--- src/rtl/core/psc_pkg.sv ---
// Shared types, codes and constants of the per-ID packet statistics counters.
`default_nettype none
package psc_pkg;

  localparam int NUM_IDS_DEF      = 256;
  localparam int COUNTER_BITS_DEF = 64;
  localparam int NF               = 5;
  localparam int ID_BITS_MAX      = 12;
  localparam int Q_DEPTH          = 2;

  localparam logic [2:0] OP_IN     = 3'd0;
  localparam logic [2:0] OP_OUT    = 3'd1;
  localparam logic [2:0] OP_REJECT = 3'd2;
  localparam logic [2:0] OP_HANDLE = 3'd3;
  localparam logic [2:0] OP_FBEGIN = 3'd4;
  localparam logic [2:0] OP_FEND   = 3'd5;
  localparam logic [2:0] OP_PULSE  = 3'd6;
  localparam logic [2:0] OP_READ   = 3'd7;

  localparam logic [2:0] SET_GLOBAL = 3'd6;
  localparam logic [2:0] SET_LAST_IN  = 3'd4;
  localparam logic [2:0] SET_LAST_OUT = 3'd5;

  localparam logic [2:0] FLD_COUNT  = 3'd0;
  localparam logic [2:0] FLD_BYTES  = 3'd1;
  localparam logic [2:0] FLD_REJECT = 3'd2;
  localparam logic [2:0] FLD_HSUM   = 3'd3;
  localparam logic [2:0] FLD_HMAX   = 3'd4;

  localparam logic [2:0] GF_LAST_FRAMES = 3'd0;
  localparam logic [2:0] GF_LAST_FSUM   = 3'd1;
  localparam logic [2:0] GF_LAST_FMAX   = 3'd2;
  localparam logic [2:0] GF_WIN_LEN     = 3'd3;
  localparam logic [2:0] GF_CUR_FRAMES  = 3'd4;
  localparam logic [2:0] GF_CUR_FSUM    = 3'd5;
  localparam logic [2:0] GF_CUR_FMAX    = 3'd6;

  localparam logic [3:0] ADDR_WIN_LEN = 4'h0;
  localparam logic [3:0] ADDR_MIN_WIN = 4'h8;

  localparam logic [39:0] WIN_LEN_RST = 40'd1000000000;
  localparam logic [39:0] MIN_WIN_RST = 40'd1000000;
  localparam logic [63:0] LWL_RST     = 64'd1000000000;

  typedef enum logic [2:0] {
    CMD_PKT, CMD_REJ, CMD_HND, CMD_FBEGIN, CMD_FEND, CMD_PULSE, CMD_READ, CMD_NOP
  } cmd_kind_e;

  typedef struct packed {
    cmd_kind_e               kind;
    logic                    dir;
    logic                    last;
    logic                    id_ok;
    logic [ID_BITS_MAX-1:0]  id;
    logic [31:0]             val;
    logic [63:0]             now;
    logic [2:0]              set;
    logic [2:0]              fld;
  } cmd_t;

  typedef struct packed {
    logic full;
    logic empty;
  } q_stat_t;

endpackage
`default_nettype wire

--- src/rtl/core/psc_queue.sv ---
// Short command queue between the front and back parts.
`default_nettype none
module psc_queue import psc_pkg::*; (
  input  logic    clk_i,
  input  logic    rst_ni,
  input  logic    push_i,
  input  cmd_t    push_cmd_i,
  input  logic    pop_i,
  output cmd_t    head_o,
  output q_stat_t stat_o
);
  localparam int PW = $clog2(Q_DEPTH);
  localparam int CNTW = $clog2(Q_DEPTH + 1);

  cmd_t             mem_q [Q_DEPTH];
  logic [PW-1:0]    wp_q, wp_d, rp_q, rp_d;
  logic [CNTW-1:0]  cnt_q, cnt_d;

  assign stat_o.full  = (cnt_q == CNTW'(Q_DEPTH));
  assign stat_o.empty = (cnt_q == '0);
  assign head_o = mem_q[rp_q];

  always_comb begin
    wp_d  = push_i ? wp_q + 1'b1 : wp_q;
    rp_d  = pop_i ? rp_q + 1'b1 : rp_q;
    cnt_d = cnt_q + CNTW'(push_i) - CNTW'(pop_i);
  end

  always_ff @(posedge clk_i) begin
    if (push_i) begin
      mem_q[wp_q] <= push_cmd_i;
    end
  end

  always_ff @(posedge clk_i or negedge rst_ni) begin
    if (!rst_ni) begin
      wp_q  <= '0;
      rp_q  <= '0;
      cnt_q <= '0;
    end else begin
      wp_q  <= wp_d;
      rp_q  <= rp_d;
      cnt_q <= cnt_d;
    end
  end
endmodule
`default_nettype wire

--- config.mk ---
export PLATFORM = sky130hd
export DESIGN_NAME = psc_queue
export DESIGN_NICKNAME = d
export VERILOG_FILES = /design/src/rtl/core/psc_pkg.sv /design/src/rtl/core/psc_queue.sv
export SDC_FILE = /design/constraint.sdc
export NUM_CORES = 1
export LEC_CHECK = 0
export BUFFER_PORTS_ARGS = -buffer_cell sky130_fd_sc_hd__buf_2
export CAP_MARGIN = 15
export CORE_MARGIN = 3
export CORE_UTILIZATION = 54
export CTS_BUF_LIST = sky130_fd_sc_hd__clkbuf_8
export DETAILED_ROUTE_END_ITERATION = 8
export HOLD_SLACK_MARGIN = 0.02
export PLACE_DENSITY_LB_ADDON = 0.08
export SKIP_LAST_GASP = 1
export SLEW_MARGIN = 25
export SYNTH_ARGS = -nofsm -noshare
export SYNTH_HDL_FRONTEND = slang
export SYNTH_SLANG_ARGS = --single-unit
export TNS_END_PERCENT = 20
--- constraint.sdc ---
create_clock -name clk_i -period 8 [get_ports clk_i]
set_input_delay 0.4 -clock clk_i [delete_from_list [all_inputs] [get_ports clk_i]]
set_output_delay 0.4 -clock clk_i [all_outputs]
set_load 0.005 [all_outputs]
==> Word level (Yosys, flattened, before mapping) <==
Memory sizes are Yosys's and may differ from the RTL's.
Cells that the tools add are included.
{ "word_totals": {"reg_bits": 4, "latchBits": 0, "ram_bits": 240, "romBits": 0, "inputBits": 124, "output_inout_bits": 122, "word_cells": 12, "mem_count": 1} }
{ "classes": {"add_sub_neg": 4, "n_mul": 0, "div": 0, "n_lt_le_gt_ge": 0, "n_eq_ne": 1, "shifts": 0, "n_mux": 2, "bitwise_logic": 0, "reduce_logical": 1} }
{ "memory_table": {"columns": ["memory", "words", "word_bits", "read_ports", "rd_ports_with_merged_regs", "wr", "line", "text"], "rows": [
  ["mem_q", 2, 120, 1, 0, 1, "psc_queue.sv:15", "cmd_t mem_q [Q_DEPTH];"]
]} }
{ "op_table": {"columns": ["operator", "count"], "rows": [
  ["adder 1 bit, second input constant", 2],
  ["adder 2 x 1 -> 2 bit", 1],
  ["equality test 2 bit, second input constant", 1],
  ["zero test 2 bit", 1],
  ["two-way mux 1 bit", 2],
  ["subtractor 2 x 1 -> 2 bit", 1]
]} }

==> Depth between registers and ports, before layout <==
{ "depth": {"depth_word": 2, "mapped_depth": 5, "mapped_depth_nobuf": 5} }

==> Worst setup path after synthesis <==
Ideal clock, no wire load.
{ "synth_path": {"path_kind": "reg2reg", "start": "reg wp_q", "end": "mem mem_q[0][0] in the netlist's numbering, enable pin", "setup_ns": 0.615, "arrival_ns": 5.707, "required_time_ns": 7.385, "setup_slack_ns": 1.678, "path_stages_with_launch": 2, "path_buffers": 0, "synth_period_minus_slack_ns": 6.322, "path_cell_list": "dfrtp_1 nor2b_1"} }
{ "synth_rtl": {"columns": ["element", "line", "text"], "rows": [
  ["start, declared", "psc_queue.sv:16", "logic [PW-1:0] wp_q, wp_d, rp_q, rp_d;"],
  ["start signal, assigned", "psc_queue.sv:41", "wp_q <= wp_d;"],
  ["end, declared", "psc_queue.sv:15", null]
]} }
No word-level cell before the write port.

==> reports/metrics.yaml <==
syn_avg_cell_area_sq_um: 22.9
wl_per_cell_um: 18.0
drc: 0
synth_nets: 514
synthFlopType: "edfxtp_1"
synth_top_cell_by_area: "edfxtp_1"
clk_pin_slew_ns: 0.06
yosys_warnings: 0
rsz0062_at_grt: "false"
synthArstFlopShare_pct: 1.64
p_clk_share_pct: 26.2
drt_iter0_drc: 193
synth_area_leaders: "edfxtp_1, mux2_2, buf_6"
ys_ff_latch: 244
grt_pass1_vias: 4853
dr.pass1.iters: 4
wl_um: 16400
pin_count: 246
grt_max_degree: 79
die_x_um: 134
p_sw_uw: 992
cp.required_ns: 7.60
die_h_um: 134
synth.most_common_cell: "edfxtp_1"
initial_core_util_pct: 55.5
netlist_instances: 388
switching_share_pct: 26.8
synth_edf_count: 240
grt_first_pass_wirelength_um: 24800
grt_usage_pct: 17.9
finalSetupViolCount: 0
setup.worst_path.class: "reg -> out"
ys_seq_area_share_pct: 82.3
finalCritPeriodShare_pct: 41.1
portBuffers: 245
vias: 4506
ir_worst_vdd_mv: 0.188
hpwl_um: 10600
clk_latency_ns: 0.51
via_per_inst: 4.94
end_kind: "output pin"
fmax_mhz: 304
path_max_fanout: 70
rows: 46
antenna_found_initial: 2
cts_setup_buffers: 0
p_comb_share_pct: 25.1
max_slew.worst_pin.slew_ns: 0.932
ant_nets: 0
outcome: "completed"
p_int_uw: 2710
drv_slew: 0
skew_ns: 0.00971
cts_sinks: 244
post-route-min-period_ns: 3.29
final_nets: 792
clk_path_buf_depth: 3
synth_top_area_share_pct: 81.2
fin_util_pct: 69.0
pwr-share-seq_pct: 48.7
dieArea_sq_mm: 0.0180
worst_hold_slack_ns: 0.0703
grt_overflow: 0
cp.arrival_ns: 2.89
cts_buffers: 39
htree_levels: 2
gp_congestion: 0.734
stdcell_area_sq_mm: 0.0110
worst_setup_path_start_kind: "flop"
drive_above_1_share_pct: 60.7
p_leak_uw: 0.00425
cts_resized: 0
hold_class: "in -> reg"
setup_tns_ns: 0
synth_common_cells: "edfxtp_1, mux2_2, buf_6"
cts_tree: "yes"
powerDensity_mw_per_mm2: 335
coreArea_sq_mm: 0.0160
synth_cell_types: 13
root_buffer: "clkbuf_8"
syn_area_sq_mm: 0.00888
syn_to_final_growth_pct: 24.4
placed_cell_area_sq_mm: 0.0103
slew_headroom_pct: 37.9
maxCapViolCount: 0
hold_violations: 0
-- critical path, stage by stage, from the launching register on --
cell and delay (ns):
dfrtp_4 0.87, buf_4 0.79, mux2_2 0.45, buf_2 0.14
-- metrics by stage --
stage / setup WS (ns) / instances / total power, uW
after detailed placement: 5.24 / 840 / 2780
after CTS: 4.68 / 911 / 3760
final: 4.71 / 913 / 3700
after global routing: 4.57 / 912 / 3900
after global placement: 5.25 / 840 / 2760
after floorplan: 1.68 / 388 / 2430
-- registers in the layout, indices dropped and copies added, names as in the netlist --
| register | flops |
|---|---|
| cnt_q | 2 |
| rp_q | 1 |
| mem_q | 240 |
| wp_q | 1 |
-- timing repair --
| item | CTS | global route |
|---|---|---|
| hold buffers | 1 | 0 |
| endpoints found under the hold margin | 4 | 0 |
| endpoints found under the setup margin | 0 | 0 |
-- power by group through the flow --
stage / sequential, uW / combinational [uW] / clock [uW]
finish: 1800 / 929 / 972
global route: 1830 / 1010 / 1060
CTS: 1810 / 955 / 1000
detailed placement: 1830 / 949 / 0
global placement: 1820 / 939 / 0
floorplan: 1800 / 628 / 0
-- area by class of cell --
class / count / area [sq um]
antenna: 2 / 5.00
clock buffer: 43 / 592
inverter: 2 / 7.51
tap: 216 / 270
timing repair buffer: 250 / 1270
fill: 1121 / 4960
clock inverter: 27 / 138
multi-input combinational: 129 / 1450
sequential: 244 / 7310
-- worst paths after layout --
path                                      from      endpoint  slack, ns  cells past startpoint
worst max-delay path                      rp_q    head_o[93]       4.71                      3
worst min-delay path            push_cmd_i[57]  mem_q[1][57]       0.07                      1
worst max register to register            wp_q  mem_q[1][10]       5.64                      2
worst min register to register            wp_q          wp_q       0.56                      1
max in group asynchronous               rst_ni          rp_q       7.62                      2
min in group asynchronous               rst_ni      cnt_q[1]       0.25                      2
-- routing by layer --
| metal | part of all wire (%) | up-vias | GRT usage, % |
|---|---|---|---|
| li1 | - | 2119 | - |
| met1 | 35 | 2167 | 19.7 |
| met2 | 53 | 176 | 31.2 |
| met3 | 8.7 | 42 | 6.34 |
| met4 | 3.1 | 2 | 8.09 |
| met5 | 0.10 | - | 0 |
-- cells in the final DEF (no fill, tap or decap) --
| cell | count |
|---|---|
| bufinv_16 | 1 |
| xor2_1 | 2 |
| buf_6 | 1 |
| dfrtp_4 | 1 |
| xor3_1 | 1 |
| buf_4 | 3 |
| clkbuf_8 | 43 |
| diode_2 | 2 |
| nor2_1 | 1 |
| dfrtp_1 | 3 |
| clkinv_1 | 7 |
| clkinv_2 | 5 |
| nor2b_4 | 1 |
| nor2b_1 | 1 |
| buf_2 | 245 |
| inv_1 | 15 |
| and2_4 | 1 |
| clkinvlp_4 | 1 |
| ha_1 | 2 |
| dlygate4sd3_1 | 1 |
| mux2_2 | 120 |
| edfxtp_1 | 240 |
-- kinds of logic (layout without fill, tap and decap cells) --
family	count (synthesis)	count (layout)	share of synthesized area, %
other cells	0	2	0
simple gates	4	4	0.254
fa+ha+maj	2	2	0.282
xor+xnor	3	3	0.465
mux	120	120	15.2
flops	244	244	82.3
buf+inv	15	322	1.48
Note: power is estimated with default switching activity, not from simulation.
