File: config.mk
export PLATFORM = sky130hd
export DESIGN_NAME = psc_front
export DESIGN_NICKNAME = d
export VERILOG_FILES = /design/src/rtl/core/psc_pkg.sv /design/src/rtl/core/psc_front.sv
export SDC_FILE = /design/constraint.sdc
export NUM_CORES = 1
export LEC_CHECK = 0
export ABC_AREA = 0
export BUFFER_PORTS_ARGS = -buffer_cell sky130_fd_sc_hd__buf_2
export CAP_MARGIN = 15
export CORE_AREA = 3 3 104 106
export DETAILED_ROUTE_END_ITERATION = 8
export DIE_AREA = 0 0 107 109
export PLACE_DENSITY = 0.53
export SLEW_MARGIN = 20
export SYNTH_ARGS = -nofsm -noshare
export SYNTH_HDL_FRONTEND = slang
export SYNTH_SLANG_ARGS = --single-unit
File: constraint.sdc
create_clock -name vclk -period 0.84
set_input_delay 0.084 -clock vclk [all_inputs]
set_output_delay 0.084 -clock vclk [all_outputs]
set_load 0.01 [all_outputs]
File: src/rtl/core/psc_pkg.sv
// Shared types, codes and constants of the per-ID packet statistics counters.
`default_nettype none
package psc_pkg;

  localparam int NUM_IDS_DEF      = 256;
  localparam int COUNTER_BITS_DEF = 64;
  localparam int NF               = 5;
  localparam int ID_BITS_MAX      = 12;
  localparam int Q_DEPTH          = 2;

  localparam logic [2:0] OP_IN     = 3'd0;
  localparam logic [2:0] OP_OUT    = 3'd1;
  localparam logic [2:0] OP_REJECT = 3'd2;
  localparam logic [2:0] OP_HANDLE = 3'd3;
  localparam logic [2:0] OP_FBEGIN = 3'd4;
  localparam logic [2:0] OP_FEND   = 3'd5;
  localparam logic [2:0] OP_PULSE  = 3'd6;
  localparam logic [2:0] OP_READ   = 3'd7;

  localparam logic [2:0] SET_GLOBAL = 3'd6;
  localparam logic [2:0] SET_LAST_IN  = 3'd4;
  localparam logic [2:0] SET_LAST_OUT = 3'd5;

  localparam logic [2:0] FLD_COUNT  = 3'd0;
  localparam logic [2:0] FLD_BYTES  = 3'd1;
  localparam logic [2:0] FLD_REJECT = 3'd2;
  localparam logic [2:0] FLD_HSUM   = 3'd3;
  localparam logic [2:0] FLD_HMAX   = 3'd4;

  localparam logic [2:0] GF_LAST_FRAMES = 3'd0;
  localparam logic [2:0] GF_LAST_FSUM   = 3'd1;
  localparam logic [2:0] GF_LAST_FMAX   = 3'd2;
  localparam logic [2:0] GF_WIN_LEN     = 3'd3;
  localparam logic [2:0] GF_CUR_FRAMES  = 3'd4;
  localparam logic [2:0] GF_CUR_FSUM    = 3'd5;
  localparam logic [2:0] GF_CUR_FMAX    = 3'd6;

  localparam logic [3:0] ADDR_WIN_LEN = 4'h0;
  localparam logic [3:0] ADDR_MIN_WIN = 4'h8;

  localparam logic [39:0] WIN_LEN_RST = 40'd1000000000;
  localparam logic [39:0] MIN_WIN_RST = 40'd1000000;
  localparam logic [63:0] LWL_RST     = 64'd1000000000;

  typedef enum logic [2:0] {
    CMD_PKT, CMD_REJ, CMD_HND, CMD_FBEGIN, CMD_FEND, CMD_PULSE, CMD_READ, CMD_NOP
  } cmd_kind_e;

  typedef struct packed {
    cmd_kind_e               kind;
    logic                    dir;
    logic                    last;
    logic                    id_ok;
    logic [ID_BITS_MAX-1:0]  id;
    logic [31:0]             val;
    logic [63:0]             now;
    logic [2:0]              set;
    logic [2:0]              fld;
  } cmd_t;

  typedef struct packed {
    logic full;
    logic empty;
  } q_stat_t;

endpackage
`default_nettype wire

File: src/rtl/core/psc_front.sv
// Input side: accepts transactions and turns them into queued commands.
`default_nettype none
module psc_front import psc_pkg::*; #(
  parameter int NUM_IDS = NUM_IDS_DEF
) (
  input  logic        in_valid_i,
  output logic        in_ready_o,
  input  logic [2:0]  op_i,
  input  logic [7:0]  pkt_id_i,
  input  logic [31:0] byte_count_i,
  input  logic [31:0] handler_ns_i,
  input  logic [63:0] now_ns_i,
  input  logic [2:0]  counter_set_i,
  input  logic [2:0]  counter_field_i,
  input  q_stat_t     q_stat_i,
  input  logic        clr_busy_i,
  output logic        push_o,
  output cmd_t        cmd_o
);
  logic id_ok;

  assign id_ok = (32'(pkt_id_i) < NUM_IDS);
  assign in_ready_o = !q_stat_i.full && !clr_busy_i;

  always_comb begin
    cmd_o       = '0;
    cmd_o.id_ok = id_ok;
    cmd_o.id    = ID_BITS_MAX'(pkt_id_i);
    cmd_o.now   = now_ns_i;
    cmd_o.set   = counter_set_i;
    cmd_o.fld   = counter_field_i;
    unique case (op_i)
      OP_IN, OP_OUT: begin
        cmd_o.kind = id_ok ? CMD_PKT : CMD_NOP;
        cmd_o.dir  = op_i[0];
        cmd_o.val  = byte_count_i;
      end
      OP_REJECT: begin
        cmd_o.kind = id_ok ? CMD_REJ : CMD_NOP;
      end
      OP_HANDLE: begin
        cmd_o.kind = id_ok ? CMD_HND : CMD_NOP;
        cmd_o.val  = handler_ns_i;
      end
      OP_FBEGIN: cmd_o.kind = CMD_FBEGIN;
      OP_FEND:   cmd_o.kind = CMD_FEND;
      OP_PULSE:  cmd_o.kind = CMD_PULSE;
      OP_READ: begin
        cmd_o.kind = CMD_READ;
        cmd_o.dir  = counter_set_i[0];
        cmd_o.last = (counter_set_i == SET_LAST_IN) || (counter_set_i == SET_LAST_OUT);
      end
      default: cmd_o.kind = CMD_NOP;
    endcase
  end

  assign push_o = in_valid_i && in_ready_o && (cmd_o.kind != CMD_NOP);
endmodule
`default_nettype wire

---- After elaboration in Yosys (flattened, before gate mapping) ----
Index checks and enable logic that the tools add are counted.
storage, ports and cells
  memories ................................ 0
  bits in writable memories ............... 0
  ROM bits ................................ 0
  bits of input ports ..................... 149
  logic and storage cells ................. 22
  latch bits .............................. 0
  output and inout port bits .............. 122
  register bits ........................... 0
cells by class
  mux-type cells .......................... 4
  div/mod/pow operators ................... 0
  equal/unequal tests ..................... 10
  $lt $le $gt $ge ......................... 0
  reduce and logical (&&, ||, !) cells .... 8
  shift-type cells ........................ 0
  bitwise logic cells ..................... 0
  add/sub/neg operators ................... 0
  multiply operators ...................... 0
operators with widths
  kind                number
  $pmux 32 s2         1
  $pmux 3 s7          1
  $eq 3x3->1 const B  6
  $eq 3x2->1 const B  2
  $eq 3x1->1 const B  1
  $logic_and 1x1->1   3
  $logic_not 3->1     1
  $ne 3x3->1 const B  1
  $logic_not 1->1     2
  $pmux 1 s2          1
  $reduce_or 2->1     1
  $logic_or 1x1->1    1
  $mux 1              1

---- Logic depth before layout (Yosys ltp) ----
Gate-level depths: netlist of the first run.
  depth after elaboration ................. 5
  depth in mapped cells ................... 4
  mapped depth without buffers ............ 2

---- Worst setup path after synthesis of the first run ----
Ideal clock, no wire load.
  path type ............................... input port to output port
  from .................................... input port op_i[1]
  to ...................................... output port cmd_o[70] (netlist bit)
  arrival ................................. 0.750 ns
  cell stages on the path ................. 4
  setup slack ............................. 0.006 ns
  data required time ...................... 0.756 ns
  cells stage by stage .................... and2_4 > buf_6 > buf_8 > a32o_1
RTL lines
  what         line             text
  from (decl)  psc_front.sv:8   input logic [2:0] op_i,
  to (decl)    psc_front.sv:18  output cmd_t cmd_o

==> results.json, run 1 <==
{
  "number_of_global_route_vias_before_repair": 1145,
  "detailed_place.area_mm2": 0.001275,
  "grt_pass1_wl_mm": 6.589,
  "irDropWorstVdd_v": 0.00009798,
  "startpoint_class_of_the_critical_path": "primary input",
  "cp.required_ns": 0.76,
  "groute.usage.overall_pct": 7.370,
  "place_worst_setup_slack_ns": -0.2517,
  "cp_slowest_cell": "a32o_1",
  "die_x_extent_um": 107,
  "path_depth": 8,
  "final_nets": 333,
  "synthesis.instances": 138,
  "routed-via-count": 1147,
  "synthesis.area_mm2": 0.001114,
  "placeableCoreArea_mm2": 0.009864,
  "sequential_cell_area_um2": 0,
  "synth_seq_area_share_pct": 0,
  "wire_per_inst_um": 16.81,
  "syn-mean-instance-area_um2": 8.069,
  "final_util_pct": 15.84,
  "timing.critical_path.mode_cell": "buf_6",
  "final_layout_size_suffix_gt1_share_pct": 80.22,
  "boundaryPins": 271,
  "multi_input_area_um2": 420.4,
  "synthDominantCellAreaShare_pct": 55.96,
  "synth_area_leader_cell": "buf_4",
  "num-fill-cells": 1136,
  "timing.max_cap.violations": 0,
  "hp_start": "counter_field_i[0]",
  "postRouteAntennaNets": 0,
  "post-route-period-util_pct": 128.2,
  "critical_path_class": "in2out",
  "timing.critical_path.to_type": "output pin",
  "yosysWarningCount": 0,
  "flow.area_growth_from_synthesis_pct": 40.34,
  "globalplace.congestion": 0.6683,
  "nClkBuffers": 0,
  "final_slew_violations": 0,
  "holdBufCountCts": 0,
  "numSequentialCells": 0,
  "initial_detailed_routing_violation_count": 38,
  "final_critical_path_setup_slack_ns": -0.2370,
  "critPathTopFamily": "buffers and inverters",
  "maximum_number_of_pins_on_one_net_before_global_route_repair": 24,
  "total_power_density_per_cell_area_mw_per_mm2": 515.1,
  "power.static_leakage_nw": 0.8479,
  "outcome": "complete, but fails checks",
  "crit_chain": "buf_8 -> buf_6 -> nor2_4 -> buf_6 -> buf_12 -> buf_16 -> a32o_1 -> buf_2",
  "sum_of_buffers_and_inverters_on_the_critical_path": 6,
  "core.rowCount": 36,
  "initial_core_util_pct": 11.29,
  "max_stage_delay_ns": 0.20,
  "post_drt_via_cell_ratio": 3.630,
  "hold_path_depth": 0,
  "pre_repair_dr_iteration_count": 4,
  "whs_ns": 0.1680,
  "timing.hold.worst.class": "in2out",
  "place.port_buffers": 115,
  "place.detailed.hpwl_mm": 3.582,
  "min_to": "cmd_o[0]",
  "report.power.total_mw": 0.8050,
  "crit_fanout": 6,
  "final_min_period_ns": 1.077,
  "die_height_um": 109,
  "report.final.setup_viol": 36,
  "main_area_contributors_after_synthesis": "buf_4 (56%), a32o_1 (23%), a32o_2 (7.1%)",
  "fp.dieArea_mm2": 0.01166,
  "overflow": 0,
  "antenna_found_initial": 1,
  "clock.fmax_mhz": 928.5,
  "detail_route.wirelength_mm": 5.312,
  "yosys.cell_types.count": 14,
  "drc": 0,
  "violated_checks": "negative setup slack",
  "rsz0062_at_grt": "yes",
  "layout.cell_area.non_filler_mm2": 0.001563,
  "finalHoldViolations": 0,
  "worst_ep_arrival_time_ns": 0.99
}
cells by family after synthesis:
family | count (synthesis) | share of synthesized area (%)
AO/OA/AOI/OAI | 34 | 31.12
buffers and inverters | 94 | 64.04
other | 2 | 0.6744
AND/OR/NAND/NOR | 8 | 4.158
final cells by class:
cell class	instances	area share (%)
tap	133	10.65
antenna	1	0.1601
multi-input combinational	47	26.90
timing repair buffer	134	62.05
inverter	1	0.2402
how the worst max path moves through the flow:
stage	slack [ns]	from	endpoint
finish	-0.24	op_i[2]	cmd_o[70]
global route	-0.27	op_i[2]	cmd_o[89]
CTS	-0.26	op_i[2]	cmd_o[72]
detailed placement	-0.25	op_i[2]	cmd_o[90]
global placement	-0.23	op_i[2]	cmd_o[90]
floorplan	0.006	op_i[1]	cmd_o[70]
layer usage:
layer,track usage (%),routed length [µm]
met1,7.249,1757
met2,14.75,2802
met3,2.072,574
met4,2.374,164
met5,0,13
cell usage in the layout, fill, tap and decap left out:
cell type  netlist  routed
inv_1            1       1
nor2_4           0       1
and4b_1          1       1
buf_16           0       4
and2_1           1       1
and2_4           1       1
a32o_1          26      23
buf_8            3       3
buf_6            1       9
clkbuf_16        0       2
diode_2          0       1
buf_2            6     108
a32o_2           7      10
buf_12           0       5
nor2_1           4       4
conb_1           2       5
buf_4           83       3
a21o_1           1       1
cells in the mapped netlist:
library cell and instances:
buf_2 6, a32o_2 7, conb_1 2, buf_8 3
buf_6 1, and2_1 1, nor2_2 1, inv_1 1
a32o_1 26, nor2_1 4, and4b_1 1, a21o_1 1
and2_4 1, buf_4 83
stage by stage:
| stage | std cells | setup TNS, ns |
|---|---|---|
| after floorplan | 141 | 0 |
| after global placement | 305 | -6.829 |
| after detailed placement | 305 | -7.165 |
| after CTS | 312 | -7.531 |
| after global routing | 315 | -8.227 |
| final | 316 | -6.718 |
where the power goes:
part | internal (mW) | leakage [nW] | switching (mW)
clock | 0.000000160 | 0.00000634 | 0
combinational | 0.460 | 0.848 | 0.345
sequential | 0 | 0 | 0
repair_timing:
item                                    CTS  global route
gates resized for setup                  20             6
pin swaps                                 9            20
gates cloned                              4             3
setup buffers                             4             0
endpoints found under the setup margin   36            36
(Power assumes the default switching activity.)
==> inputs of run 2 (changes only) <==
--- a/config.mk
+++ b/config.mk
@@ -8,10 +8,11 @@
 export ABC_AREA = 0
 export BUFFER_PORTS_ARGS = -buffer_cell sky130_fd_sc_hd__buf_2
 export CAP_MARGIN = 15
-export CORE_AREA = 3 3 104 106
+export CORE_AREA = 2 2 106 108
 export DETAILED_ROUTE_END_ITERATION = 8
-export DIE_AREA = 0 0 107 109
-export PLACE_DENSITY = 0.53
+export DIE_AREA = 0 0 108 110
+export GPL_TIMING_DRIVEN = 0
+export PLACE_DENSITY = 0.51
 export SLEW_MARGIN = 20
 export SYNTH_ARGS = -nofsm -noshare
 export SYNTH_HDL_FRONTEND = slang
==> run 2 against run 1 <==
- the run still ends with negative setup slack left
- global-route usage shrank 0.17 points
- critical path depth fell by 3
- first-iteration DRC count grew 5.3%
- hold slack improved by 0.18 ns
- count of clock-buffer cells in the layout is the same
- die area rose by 1.9%
- core utilization up 7.7 points
- sequential share of layout area unchanged
- routed wire length rose by 0.32%
- worst setup slack improved by 0.047 ns
- final cell count up 52%
- highest routed layer is now met3
==> results.json, run 2 (synthesized netlist as in run 1, its figures left out) <==
{
  "met3_wirelength_um": 798,
  "final_layout_size_suffix_gt1_share_pct": 89.71,
  "place.port_buffers": 190,
  "maximum_number_of_pins_on_one_net_before_global_route_repair": 11,
  "timing.critical_path.to_type": "output pin",
  "final_min_period_ns": 1.030,
  "core.rowCount": 38,
  "holdBufCountCts": 0,
  "routedLengthMet1_mm": 1.765,
  "final_critical_path_setup_slack_ns": -0.1895,
  "crit_chain": "buf_8 -> and2_4 -> buf_8 -> a32o_1 -> buf_2",
  "post-route-period-util_pct": 122.6,
  "clock.fmax_mhz": 971.3,
  "globalplace.congestion": 0.6749,
  "critical_path_class": "in2out",
  "crit_fanout": 10,
  "initial_core_util_pct": 10.41,
  "report.final.setup_viol": 35,
  "timing.hold.worst.class": "in2out",
  "numSequentialCells": 0,
  "cellInternalPower_mw": 0.7921,
  "place.detailed.hpwl_mm": 4.599,
  "grt_pass1_wl_mm": 6.796,
  "boundaryPins": 271,
  "multi_input_area_um2": 427.9,
  "initial_detailed_routing_violation_count": 40,
  "layout.cell_area.non_filler_mm2": 0.002516,
  "overflow": 0,
  "outcome": "complete, but fails checks",
  "die_height_um": 110,
  "cp.required_ns": 0.76,
  "final_util_pct": 23.52,
  "power.switching_fraction_pct": 39.60,
  "final_nets": 491,
  "detailroute.wirelength.met2_mm": 2.766,
  "postRouteAntennaNets": 0,
  "rsz0062_at_grt": "yes",
  "die_x_extent_um": 108,
  "wire_per_inst_um": 11.10,
  "startpoint_class_of_the_critical_path": "primary input",
  "groute.usage.overall_pct": 7.199,
  "num-fill-cells": 1180,
  "timing.critical_path.mode_cell": "buf_8",
  "pre_repair_dr_iteration_count": 4,
  "p_seq_share_pct": 0,
  "routed-via-count": 1688,
  "switching_power_summed_over_all_nets_mw": 0.5193,
  "total_power_density_per_cell_area_mw_per_mm2": 521.2,
  "final_slew_violations": 0,
  "clock_power_share_pct": 0,
  "comb_power_share_pct": 100.0,
  "drc": 0,
  "num_antenna_cells": 0,
  "sequential_cell_area_um2": 0,
  "detailed_place.area_mm2": 0.002251,
  "cp_slowest_cell": "a32o_1",
  "irDropWorstVdd_v": 0.0001915,
  "flow.area_growth_from_synthesis_pct": 126.0,
  "antenna_found_initial": 0,
  "violated_checks": "negative setup slack",
  "finalHoldViolations": 0,
  "worst_ep_arrival_time_ns": 0.95,
  "power.static_leakage_nw": 1.499,
  "timing.max_cap.violations": 0,
  "nClkBuffers": 0,
  "mostFrequentLayoutCell": "buf_2",
  "detail_route.wirelength_mm": 5.329,
  "number_of_global_route_vias_before_repair": 1345,
  "post_drt_via_cell_ratio": 3.517,
  "final_cell_mix": "buf_2 (176), buf_4 (90), a32o_1 (25)",
  "placeableCoreArea_mm2": 0.01070,
  "routed.top_layer": "met3",
  "fp.dieArea_mm2": 0.01188,
  "max_stage_delay_ns": 0.25
}
run 2: changes by cell type in the layout (fill, tap and decap cells not counted), sizes merged:
cell / change
diode: -1
clkbuf: -2
buf: +160
inv: -1
clkinvlp: +1
run 2: worst max-delay path: cells and delay by family:
family / cells / cell delay [ns]
buffers and inverters: 3 / 0.39
AOI/OAI and AO/OA: 1 / 0.25
and+or+nand+nor: 1 / 0.21
run 2: repair_timing:
item                       in CTS  in global routing
pin swaps                       5                  1
gates resized for setup        39                  8
setup buffers                   6                  0
setup endpoints to repair      37                 37
cloned                          4                  0
run 2: final timing paths:
check	cells past startpoint	slack, ns	start	to
worst max-delay path	5	-0.19	op_i[1]	cmd_o[77]
worst min-delay path	2	0.35	now_ns_i[2]	cmd_o[8]
run 2: power groups by stage:
stage / combinational (mW) / clock (mW) / sequential [mW]
after floorplan: 0.674 / 0 / 0
after global placement: 1.17 / 0 / 0
after detailed placement: 1.18 / 0 / 0
after CTS: 1.31 / 0 / 0
after global routing: 1.42 / 0 / 0
final: 1.31 / 0 / 0
run 2: cell type report:
type	count	area share, %
buffer	92	29.24
inverter	1	0.2984
multi-input combinational	47	17.01
tap	140	6.962
timing repair buffer	200	46.49
run 2: per-stage QoR:
| step | setup WS, ns | power [mW] | TNS, ns | hold slack [ns] | instances |
|---|---|---|---|---|---|
| after detailed placement | -0.4363 | 1.179 | -13.36 | 0.3520 | 471 |
| final | -0.1895 | 1.311 | -5.866 | 0.3507 | 480 |
| after global placement | -0.4133 | 1.170 | -12.34 | 0.3533 | 471 |
| after CTS | -0.2052 | 1.313 | -6.280 | 0.3518 | 480 |
| after floorplan | 0.006072 | 0.6743 | 0 | 0.2155 | 141 |
| after global routing | -0.2291 | 1.418 | -7.068 | 0.3538 | 480 |
run 2: metal layers:
metal / vias to the layer above / GRT usage, %
met2: 138 / 15.09
met5: - / 0
met1: 731 / 7.460
met3: 0 / 1.940
met4: 0 / 0.09158
li1: 819 / -
